--- config.mk ---
export PLATFORM = sky130hd
export DESIGN_NAME = siphash_2_4_keyed_hash_flat
export DESIGN_NICKNAME = d
export VERILOG_FILES = /design/src/hw/rtl/sip_pkg.sv /design/src/hw/rtl/sip_if.sv /design/src/hw/rtl/sip_lanes.sv /design/src/hw/rtl/siphash_2_4_keyed_hash.sv /design/src/flat_wrapper.sv
export SDC_FILE = /design/constraint.sdc
export NUM_CORES = 2
export LEC_CHECK = 0
export BUFFER_PORTS_ARGS = -buffer_cell sky130_fd_sc_hd__buf_2
export CAP_MARGIN = 10
export CORE_ASPECT_RATIO = 1.4
export CORE_UTILIZATION = 68
export CTS_CLUSTER_DIAMETER = 120
export DETAILED_ROUTE_END_ITERATION = 8
export PLACE_DENSITY = 0.93
export SLEW_MARGIN = 20
export SYNTH_ARGS = -nofsm -noshare
export SYNTH_HDL_FRONTEND = slang
export SYNTH_HIERARCHICAL = 1
export SYNTH_SLANG_ARGS = --single-unit
--- constraint.sdc ---
create_clock -name clk_i -period 15.1 [get_ports clk_i]
set_clock_uncertainty 0.15 [all_clocks]
set_input_delay 2.265 -clock clk_i [delete_from_list [all_inputs] [get_ports clk_i]]
set_output_delay 2.265 -clock clk_i [all_outputs]
set_load 0.005 [all_outputs]
--- src/hw/rtl/sip_pkg.sv ---
// Shared types, constants and functions of the SipHash-2-4 engine.
// No dependencies; used by the interfaces, the lane datapath and the top level.
`timescale 1ns / 1ps

package sip_pkg;

  localparam int unsigned WordW   = 64;
  localparam int unsigned BytesW  = 4;
  localparam int unsigned LenW    = 8;
  localparam int unsigned CfgIdxW = 1;
  localparam int unsigned PcW     = 3;

  localparam logic [WordW-1:0] SipC0 = 64'h736f6d6570736575;
  localparam logic [WordW-1:0] SipC1 = 64'h646f72616e646f6d;
  localparam logic [WordW-1:0] SipC2 = 64'h6c7967656e657261;
  localparam logic [WordW-1:0] SipC3 = 64'h7465646279746573;
  localparam logic [WordW-1:0] FinalXor  = 64'h0000_0000_0000_00ff;
  localparam int unsigned      LenShift  = 56;
  localparam logic [BytesW-1:0] FullBytes = 4'd8;
  localparam logic [LenW-1:0]   FullLen   = 8'd8;

  // Program entry points
  localparam logic [PcW-1:0] PcAbsorbWord = 3'd0;
  localparam logic [PcW-1:0] PcAbsorbFin  = 3'd2;

  typedef logic [3:0][WordW-1:0] lanes_t;

  typedef enum logic [CfgIdxW-1:0] {
    CFG_KEY_LOW  = 1'b0,
    CFG_KEY_HIGH = 1'b1
  } cfg_idx_e;

  typedef enum logic {
    MSEL_WORD = 1'b0,
    MSEL_FIN  = 1'b1
  } msel_e;

  typedef enum logic [1:0] {
    SEQ_NEXT            = 2'd0,
    SEQ_END             = 2'd1,
    SEQ_END_IF_NOT_LAST = 2'd2
  } seq_e;

  // One control word of the sequencer program
  typedef struct packed {
    msel_e msel;     // which block feeds the xor points
    logic  pre_x;    // v3 ^= m before the round
    logic  post_x;   // v0 ^= m after the round
    logic  post_ff;  // v2 ^= 0xff after the round
    logic  emit;     // present the hash after this round
    seq_e  seq;
  } ucode_t;

  // Controls from the sequencer to the lane datapath
  typedef struct packed {
    logic load;      // load lanes from key
    logic step;      // run one round with the xor points
    logic pre_x;
    logic post_x;
    logic post_ff;
  } dp_ctl_t;

  function automatic ucode_t ucode_rom(logic [PcW-1:0] pc);
    ucode_t uw;
    uw = '{msel: MSEL_WORD, pre_x: 1'b0, post_x: 1'b0, post_ff: 1'b0,
           emit: 1'b0, seq: SEQ_NEXT};
    unique case (pc)
      3'd0: begin uw.pre_x = 1'b1; end
      3'd1: begin uw.post_x = 1'b1; uw.seq = SEQ_END_IF_NOT_LAST; end
      3'd2: begin uw.msel = MSEL_FIN; uw.pre_x = 1'b1; end
      3'd3: begin
        uw.msel = MSEL_FIN; uw.post_x = 1'b1; uw.post_ff = 1'b1;
      end
      3'd4: begin uw.seq = SEQ_NEXT; end
      3'd5: begin uw.seq = SEQ_NEXT; end
      3'd6: begin uw.seq = SEQ_NEXT; end
      3'd7: begin uw.emit = 1'b1; uw.seq = SEQ_END; end
      default: begin uw.seq = SEQ_END; end
    endcase
    return uw;
  endfunction

  function automatic logic [WordW-1:0] rotl(logic [WordW-1:0] x, int unsigned r);
    return (x << r) | (x >> (WordW - r));
  endfunction

  function automatic lanes_t sip_round(lanes_t v);
    logic [WordW-1:0] a, b, c, d;
    a = v[0]; b = v[1]; c = v[2]; d = v[3];
    a = a + b; b = rotl(b, 13); b = b ^ a; a = rotl(a, 32);
    c = c + d; d = rotl(d, 16); d = d ^ c;
    a = a + d; d = rotl(d, 21); d = d ^ a;
    c = c + b; b = rotl(b, 17); b = b ^ c; c = rotl(c, 32);
    return {d, c, b, a};
  endfunction

  // Keep the low n bytes of a word
  function automatic logic [WordW-1:0] byte_mask(logic [2:0] n);
    logic [WordW-1:0] m;
    m = '0;
    for (int i = 0; i < 8; i++) begin
      if (3'(i) < n) begin
        m[i*8 +: 8] = 8'hff;
      end
    end
    return m;
  endfunction

endpackage

--- src/hw/rtl/sip_if.sv ---
// Valid/ready channel interfaces for message items and hash results.
// Depends on sip_pkg for field widths.
`timescale 1ns / 1ps

interface sip_msg_if;
  import sip_pkg::*;
  logic              valid;
  logic              ready;
  logic [WordW-1:0]  msg_word;
  logic [BytesW-1:0] word_bytes;
  logic              last_word;

  modport source (output valid, output msg_word, output word_bytes,
                  output last_word, input ready);
  modport sink   (input valid, input msg_word, input word_bytes,
                  input last_word, output ready);
endinterface

interface sip_hash_if;
  import sip_pkg::*;
  logic             valid;
  logic             ready;
  logic [WordW-1:0] hash_value;

  modport source (output valid, output hash_value, input ready);
  modport sink   (input valid, input hash_value, output ready);
endinterface

--- src/hw/rtl/sip_lanes.sv ---
// Lane registers v0..v3 with one SipRound per step and the xor injection points.
// Depends on sip_pkg for the round function, constants and control struct.
`timescale 1ns / 1ps

module sip_lanes (
  input  logic                     clk_i,
  input  logic                     rst_ni,
  input  sip_pkg::dp_ctl_t         ctl_i,
  input  logic [sip_pkg::WordW-1:0] key_lo_i,
  input  logic [sip_pkg::WordW-1:0] key_hi_i,
  input  logic [sip_pkg::WordW-1:0] m_i,
  output logic [sip_pkg::WordW-1:0] hash_o
);
  import sip_pkg::*;

  lanes_t lanes_q, lanes_d;
  lanes_t pre_v, rnd_v;

  always_comb begin
    pre_v = lanes_q;
    if (ctl_i.pre_x) begin
      pre_v[3] = pre_v[3] ^ m_i;
    end
    rnd_v = sip_round(pre_v);
    if (ctl_i.post_x) begin
      rnd_v[0] = rnd_v[0] ^ m_i;
    end
    if (ctl_i.post_ff) begin
      rnd_v[2] = rnd_v[2] ^ FinalXor;
    end
  end

  always_comb begin
    priority if (ctl_i.load) begin
      lanes_d = {SipC3 ^ key_hi_i, SipC2 ^ key_lo_i, SipC1 ^ key_hi_i, SipC0 ^ key_lo_i};
    end else if (ctl_i.step) begin
      lanes_d = rnd_v;
    end else begin
      lanes_d = lanes_q;
    end
  end

  // Hash of the lanes as they leave this round
  assign hash_o = rnd_v[0] ^ rnd_v[1] ^ rnd_v[2] ^ rnd_v[3];

  always_ff @(posedge clk_i or negedge rst_ni) begin
    if (!rst_ni) begin
      lanes_q <= '0;
    end else begin
      lanes_q <= lanes_d;
    end
  end

endmodule

--- src/hw/rtl/siphash_2_4_keyed_hash.sv ---
// Top level of the keyed SipHash-2-4 engine: key registers, input capture,
// microcode sequencer and result register. Depends on sip_pkg, sip_if, sip_lanes.
`timescale 1ns / 1ps

// Usage
//   msg_in carries one little-endian 64-bit word per item; last_word marks
//   the final item, whose word_bytes (0..8, above 8 reads as 8) gives the
//   valid bytes. hash_out carries one 64-bit hash per message.
//   The key is written through cfg_we_i / cfg_idx_i / cfg_data_i while idle;
//   it is sampled at the first item of each message.
// Timing
//   A small program in a control ROM runs one SipRound per cycle, except while
//   stalled, on a single round unit. A non-last item runs the compression rounds
//   of its word. A last item runs the final-block and finalization rounds (after
//   the word rounds if it has 8 bytes); the hash then enters the result register
//   that drives hash_out. msg_in.ready is high whenever no program is running,
//   so the next item is taken the cycle after the program ends.
// Reset and stall
//   Reset clears the key, lanes, length, message state and result valid.
//   The hash sits in an output register; a new message may be absorbed while
//   it waits, and the program holds on its final step only if the previous
//   hash has not yet been taken.
module siphash_2_4_keyed_hash (
  input  logic                        clk_i,
  input  logic                        rst_ni,
  input  logic                        cfg_we_i,
  input  logic [sip_pkg::CfgIdxW-1:0] cfg_idx_i,
  input  logic [sip_pkg::WordW-1:0]   cfg_data_i,
  sip_msg_if.sink                     msg_in,
  sip_hash_if.source                  hash_out
);
  import sip_pkg::*;

  logic [WordW-1:0] key_lo_q, key_hi_q;
  logic [WordW-1:0] word_q, fin_q;
  logic             last_q;
  logic [LenW-1:0]  len_q, len_d;
  logic             in_msg_q;
  logic             busy_q, busy_d;
  logic [PcW-1:0]   pc_q, pc_d;
  logic             out_valid_q, out_valid_d;
  logic [WordW-1:0] hash_q;

  logic             accept;
  logic [BytesW-1:0] nb_sat;
  logic             full;
  logic [LenW-1:0]  len_base;
  logic [WordW-1:0] fin_d;
  ucode_t           uw;
  logic             stall, run;
  dp_ctl_t          dp_ctl;
  logic [WordW-1:0] m_sel;
  logic [WordW-1:0] hash_new;

  assign accept = msg_in.valid && msg_in.ready;
  assign msg_in.ready = !busy_q;

  // Final block, built as the item is accepted
  always_comb begin
    nb_sat   = (msg_in.word_bytes > FullBytes) ? FullBytes : msg_in.word_bytes;
    full     = (nb_sat == FullBytes);
    len_base = in_msg_q ? len_q : '0;
    len_d    = len_base + (msg_in.last_word ? LenW'(nb_sat) : FullLen);
    fin_d    = full ? '0 : (msg_in.msg_word & byte_mask(nb_sat[2:0]));
    fin_d    = fin_d | (WordW'(len_d) << LenShift);
  end

  assign uw    = ucode_rom(pc_q);
  assign stall = uw.emit && out_valid_q && !hash_out.ready;
  assign run   = busy_q && !stall;
  assign m_sel = (uw.msel == MSEL_FIN) ? fin_q : word_q;

  always_comb begin
    dp_ctl.load    = accept && !in_msg_q;
    dp_ctl.step    = run;
    dp_ctl.pre_x   = uw.pre_x;
    dp_ctl.post_x  = uw.post_x;
    dp_ctl.post_ff = uw.post_ff;
  end

  // Sequencer next state
  always_comb begin
    busy_d = busy_q;
    pc_d   = pc_q;
    if (accept) begin
      busy_d = 1'b1;
      pc_d   = (msg_in.last_word && !full) ? PcAbsorbFin : PcAbsorbWord;
    end else if (run) begin
      unique case (uw.seq)
        SEQ_NEXT: pc_d = pc_q + 1'b1;
        SEQ_END: busy_d = 1'b0;
        SEQ_END_IF_NOT_LAST: begin
          if (last_q) begin
            pc_d = pc_q + 1'b1;
          end else begin
            busy_d = 1'b0;
          end
        end
        default: busy_d = 1'b0;
      endcase
    end
  end

  // Result register
  always_comb begin
    out_valid_d = out_valid_q;
    if (hash_out.ready) begin
      out_valid_d = 1'b0;
    end
    if (run && uw.emit) begin
      out_valid_d = 1'b1;
    end
  end

  assign hash_out.valid      = out_valid_q;
  assign hash_out.hash_value = hash_q;

  always_ff @(posedge clk_i or negedge rst_ni) begin
    if (!rst_ni) begin
      key_lo_q    <= '0;
      key_hi_q    <= '0;
      len_q       <= '0;
      in_msg_q    <= 1'b0;
      busy_q      <= 1'b0;
      pc_q        <= PcAbsorbWord;
      out_valid_q <= 1'b0;
    end else begin
      if (cfg_we_i) begin
        unique case (cfg_idx_i)
          CFG_KEY_LOW:  key_lo_q <= cfg_data_i;
          CFG_KEY_HIGH: key_hi_q <= cfg_data_i;
          default: ;
        endcase
      end
      if (accept) begin
        len_q    <= len_d;
        in_msg_q <= !msg_in.last_word;
      end
      busy_q      <= busy_d;
      pc_q        <= pc_d;
      out_valid_q <= out_valid_d;
    end
  end

  always_ff @(posedge clk_i) begin
    if (accept) begin
      word_q <= msg_in.msg_word;
      fin_q  <= fin_d;
      last_q <= msg_in.last_word;
    end
    if (run && uw.emit) begin
      hash_q <= hash_new;
    end
  end

  sip_lanes u_lanes (
    .clk_i    (clk_i),
    .rst_ni   (rst_ni),
    .ctl_i    (dp_ctl),
    .key_lo_i (key_lo_q),
    .key_hi_i (key_hi_q),
    .m_i      (m_sel),
    .hash_o   (hash_new)
  );

endmodule
--- src/flat_wrapper.sv ---
// flat-port wrapper written by rule: the top's interface ports become plain ports
module siphash_2_4_keyed_hash_flat import sip_pkg::*;
  (clk_i, rst_ni, cfg_we_i, cfg_idx_i, cfg_data_i, msg_in_valid, msg_in_msg_word, msg_in_word_bytes, msg_in_last_word, msg_in_ready, hash_out_valid, hash_out_hash_value, hash_out_ready);
  sip_msg_if msg_in_i ();
  sip_hash_if hash_out_i ();
  input  logic clk_i;
  input  logic rst_ni;
  input  logic cfg_we_i;
  input  logic [sip_pkg::CfgIdxW-1:0] cfg_idx_i;
  input  logic [sip_pkg::WordW-1:0] cfg_data_i;
  input wire logic [$bits(msg_in_i.valid)-1:0] msg_in_valid;
  input wire logic [$bits(msg_in_i.msg_word)-1:0] msg_in_msg_word;
  input wire logic [$bits(msg_in_i.word_bytes)-1:0] msg_in_word_bytes;
  input wire logic [$bits(msg_in_i.last_word)-1:0] msg_in_last_word;
  output wire logic [$bits(msg_in_i.ready)-1:0] msg_in_ready;
  output wire logic [$bits(hash_out_i.valid)-1:0] hash_out_valid;
  output wire logic [$bits(hash_out_i.hash_value)-1:0] hash_out_hash_value;
  input wire logic [$bits(hash_out_i.ready)-1:0] hash_out_ready;
  assign msg_in_i.valid = msg_in_valid;
  assign msg_in_i.msg_word = msg_in_msg_word;
  assign msg_in_i.word_bytes = msg_in_word_bytes;
  assign msg_in_i.last_word = msg_in_last_word;
  assign msg_in_ready = msg_in_i.ready;
  assign hash_out_valid = hash_out_i.valid;
  assign hash_out_hash_value = hash_out_i.hash_value;
  assign hash_out_i.ready = hash_out_ready;
  siphash_2_4_keyed_hash u_core (.clk_i(clk_i), .rst_ni(rst_ni), .cfg_we_i(cfg_we_i), .cfg_idx_i(cfg_idx_i), .cfg_data_i(cfg_data_i), .msg_in(msg_in_i), .hash_out(hash_out_i));
endmodule
==> flow_summary.ini, run 1 <==
[logic_synthesis]
synthFlopType = dfrtp_1
yosys-top-cells-area = dfrtp_1 (23%), edfxtp_1 (13%), xnor2_1 (10%)
ys_seq_area_share_pct = 35.9
yosysTopAreaCellShare_pct = 22.7
syn_area_um2 = 43900
ys_ff_latch = 591
async_flop_share_pct = 67.3
syn_avg_cell_area_um2 = 9.45
ys_types = 99
yosysTopAreaCell = dfrtp_1
synthCells = 4649
synth-edff-count = 193
syn-num-nets = 5039
ys_warn_count = 6

[global_routing]
track_usage_pct = 71.2
grt_max_degree = 181
grt_pass1_wl_mm = 336
gr-total-overflow = 228
grt_pass1_vias = 44700

[outcome]
run_status = stopped before the end
firstError = [ERROR GRT-0116] Global routing finished with congestion. Check the congestion regions in the DRC Viewer.
flow.stopped_at = global routing (5_1_grt)

[placement]
place_congestion = 1.59
portBuffers = 204
dpl.hpwl_mm = 149

[clock_tree]
htree_levels = 2
clk_path_buf_depth = 3
hold_buffers = 0
numCtsBuffers = 55
cts_resized = 0
cts-root-buf = clkbuf_16
clock-sinks = 591
post_cts_buffers = 0

[floorplanning]
start_util_pct = 69.1
die_x_um = 217
io_pins = 205
rows = 109
die_h_um = 303
## kinds of logic after synthesis
logic type	synth area share (%)
flip-flops	35.9
XOR/XNOR	17.4
multiplexers	6.90
adder cells (fa/ha/maj)	7.51
AND/OR/NAND/NOR	11.8
AO/OA/AOI/OAI	17.4
buffers and inverters	3.19
## cell usage after synthesis (all sizes together), types with 25 or more instances
cell type,n
a211oi,45
a21o,147
a21oi,349
a31oi,34
and2,87
and3,31
buf,56
clkbuf,113
dfrtp,398
edfxtp,193
ha,246
inv,186
mux2,201
mux2i,77
nand2,431
nand2b,64
nand3,57
nand4,43
nor2,259
nor2b,40
nor3,34
o211ai,43
o21a,36
o21ai,329
o21bai,40
or3,25
xnor2,509
xor2,324
## metrics by stage
step,hold WS (ns),instance area [um2],cells,setup WS (ns)
2_1_floorplan,0.286,43900,4649,6.37
3_3_place_gp,0.307,45600,5548,4.03
3_5_place_dp,0.327,45600,5548,3.88
4_1_cts,0.336,47500,5652,3.63
## layer usage
layer,overflow,track usage (%)
met1,5,72.5
met2,130,87.0
met3,5,58.2
met4,88,64.3
met5,0,28.6
==> run 2: changes to the inputs <==
Settings changed: CORE_ASPECT_RATIO 1.4 to unset, CORE_UTILIZATION 68 to 40, CTS_CLUSTER_DIAMETER 120 to unset, PLACE_DENSITY 0.93 to unset, PLACE_DENSITY_LB_ADDON set to 0.15.
==> run 2 against run 1 <==
Compared with the run above: the flow now finishes without violations; synthesized cell count unchanged; synthesized area unchanged.
==> flow_summary.ini, run 2 <==
[worst_setup_path]
critical-path-slowest-cell = xor2_1
slowest_delay_ns = 0.96
critPathKind = flip-flop to flip-flop
critPathRequiredTime_ns = 15.34
critical_path.max_fanout = 16
cpMostUsedCell = a21oi_1
critPathArrivalTime_ns = 13.09
worstSetupEndpointType = flip-flop
startpoint_type = flip-flop

[logic_synthesis]
async_flop_share_pct = 67.3
syn_avg_cell_area_um2 = 9.45
synthFlopType = dfrtp_1
ys_types = 99
ys_ff_latch = 591
ys_warn_count = 6
synth_adder_area_share_pct = 7.51
yosys.cell_count.top_type = xnor2_1
syn-num-nets = 5039
yosys-top-cells-area = dfrtp_1 (23%), edfxtp_1 (13%), xnor2_1 (10%)
yosysTopAreaCell = dfrtp_1
synth_commonest_cells = xnor2_1 (505), nand2_1 (431), dfrtp_1 (398)
synth_top_family_by_area = compound AO/OA/AOI/OAI gates
yosysTopAreaCellShare_pct = 22.7
ys_seq_area_share_pct = 35.9
syn_area_um2 = 43900
synth_simple_gate_area_share_pct = 11.8
synthMuxAreaShare_pct = 6.90
synth_compound_area_share_pct = 17.4
synthCells = 4649
synth_xor_area_share_pct = 17.4
synth-edff-count = 193

[layout]
final_net_count = 5239
layout_commonest_cell = xnor2_1
final_util_pct = 45.5
top_register = u_core/u_lanes/lanes_q
final_cells = 6328
largest_reg_flops = 256
drive_gt1_share_pct = 13.9
layout_common_cells = xnor2_1 (487), nand2_1 (430), dfrtp_1 (398)
syn2layout_area_growth_pct = 12.7

[timing]
layout_min_cycle_time_ns = 12.86
period_share_pct = 85.1
maxSlewViolCount = 0
worstMarginPinSlew_ns = 1.33
fmax_mhz = 77.8
hold_violations = 0
finalSetupViolations = 0
relSlewSlack_pct = 11.2
finalSetupTns_ns = 0
rsz0062_at_grt = no

[floorplanning]
die_area_um2 = 111000
start_util_pct = 40.4
io_pins = 205
rows = 121
core_region_area_um2 = 109000
die_x_um = 333
die_h_um = 333

[routing]
wl_mm = 242
via_per_inst = 6.22
firstDrtPassIters = 8
drt-wirelength-per-cell_um = 38.3
drt_iter0_markers = 5387
ant_nets = 0
vias = 39300
remaining_drc_errors = 0

[min_path]
min_path_type = flip-flop to flip-flop

[clock_tree]
hold_buffers = 0
post_cts_buffers = 0
clk_path_buf_depth = 3
cts_tree = done
path_clk_slew_ns = 0.06
cts-root-buf = clkbuf_16
clk_latency_ns = 0.69
clock-sinks = 591
numCtsBuffers = 73
htree_levels = 3
cts_resized = 0

[global_routing]
track_usage_pct = 42.9
gr-usage-met3_pct = 10.9
grt_max_degree = 145
gr-total-overflow = 0
busiest_layer = met2
grtUsageMet1_pct = 59.0
grt_pass1_wl_mm = 322
grt_pass1_vias = 36400
antenna_found_initial = 13
grt_util_met2_pct = 60.3

[outcome]
run_status = complete, no violations

[job]
timing.max_cap.violations = 0

[placement]
place_congestion = 1.18
portBuffers = 204
dpl.hpwl_mm = 204
numPlacedInstances = 6188
## run 2: cell counts after synthesis
Identical to the previous run, type by type.
## run 2: cells by family (layout without fill, tap and decap cells)
logic type | Yosys count | in the layout
other | 0 | 4
multiplexers | 278 | 278
AND/OR/NAND/NOR | 1110 | 1110
flip-flops | 591 | 591
XOR/XNOR | 847 | 847
AO/OA/AOI/OAI | 1205 | 1205
adder cells (fa/ha/maj) | 263 | 263
buffers and inverters | 355 | 616
## run 2: worst max-delay path: cells and delay by family, from the launching register on
family / cells / cell delay [ns]
buf+inv: 2 / 0.24
fa+ha+maj: 5 / 1.80
mux: 1 / 0.42
xor+xnor: 5 / 2.48
compound gates: 21 / 6.16
simple gates: 4 / 0.84
flops: 1 / 0.41
## run 2: area by class of cell
type                    count  area, um2
inverters                 186        703
repair buffers            294       1750
clock buffers              98       2010
well taps                1414       1770
flip-flops and latches    591      15800
multi-input cells        3703      27000
diodes                      4       10.0
fillers                 10600      59300
clock inverters            38        523
## run 2: worst paths after layout
kind / start / endpoint / slack [ns] / depth (start not counted)
max reg2reg: u_core/pc_q[0]$_DFFE_PN0P_ / u_core/hash_out.hash_value[53]$_DFFE_PP_ / 2.24 / 38
min: u_core/key_lo_q[20]$_DFFE_PN0P_ / u_core/u_lanes/lanes_q[20]$_DFFE_PN0P_ / 0.33 / 1
max in group asynchronous: rst_ni / u_core/u_lanes/lanes_q[7]$_DFFE_PN0P_ / 10.35 / 4
max: u_core/pc_q[0]$_DFFE_PN0P_ / u_core/hash_out.hash_value[53]$_DFFE_PP_ / 2.24 / 38
min in group asynchronous: rst_ni / u_core/key_hi_q[62]$_DFFE_PN0P_ / 1.49 / 1
min reg2reg: u_core/key_lo_q[20]$_DFFE_PN0P_ / u_core/u_lanes/lanes_q[20]$_DFFE_PN0P_ / 0.33 / 1
## run 2: routing by layer
layer	up-vias	wire length, um
met5	-	39
met2	2232	97600
li1	16800	-
met3	463	24200
met4	6	16900
met1	19800	103000
## run 2: per-stage QoR
step | worst slack, ns | area, um2 | hold slack [ns]
floorplan | 6.37 | 43900 | 0.286
global placement | 2.53 | 46900 | 0.305
detailed placement | 2.80 | 47000 | 0.312
CTS | 2.76 | 49500 | 0.320
global route | 2.01 | 49500 | 0.351
finish | 2.24 | 49500 | 0.329
Power of run 2 is not shown: default switching activity piles up to over one toggle a cycle in this logic, so the estimate is an artifact.
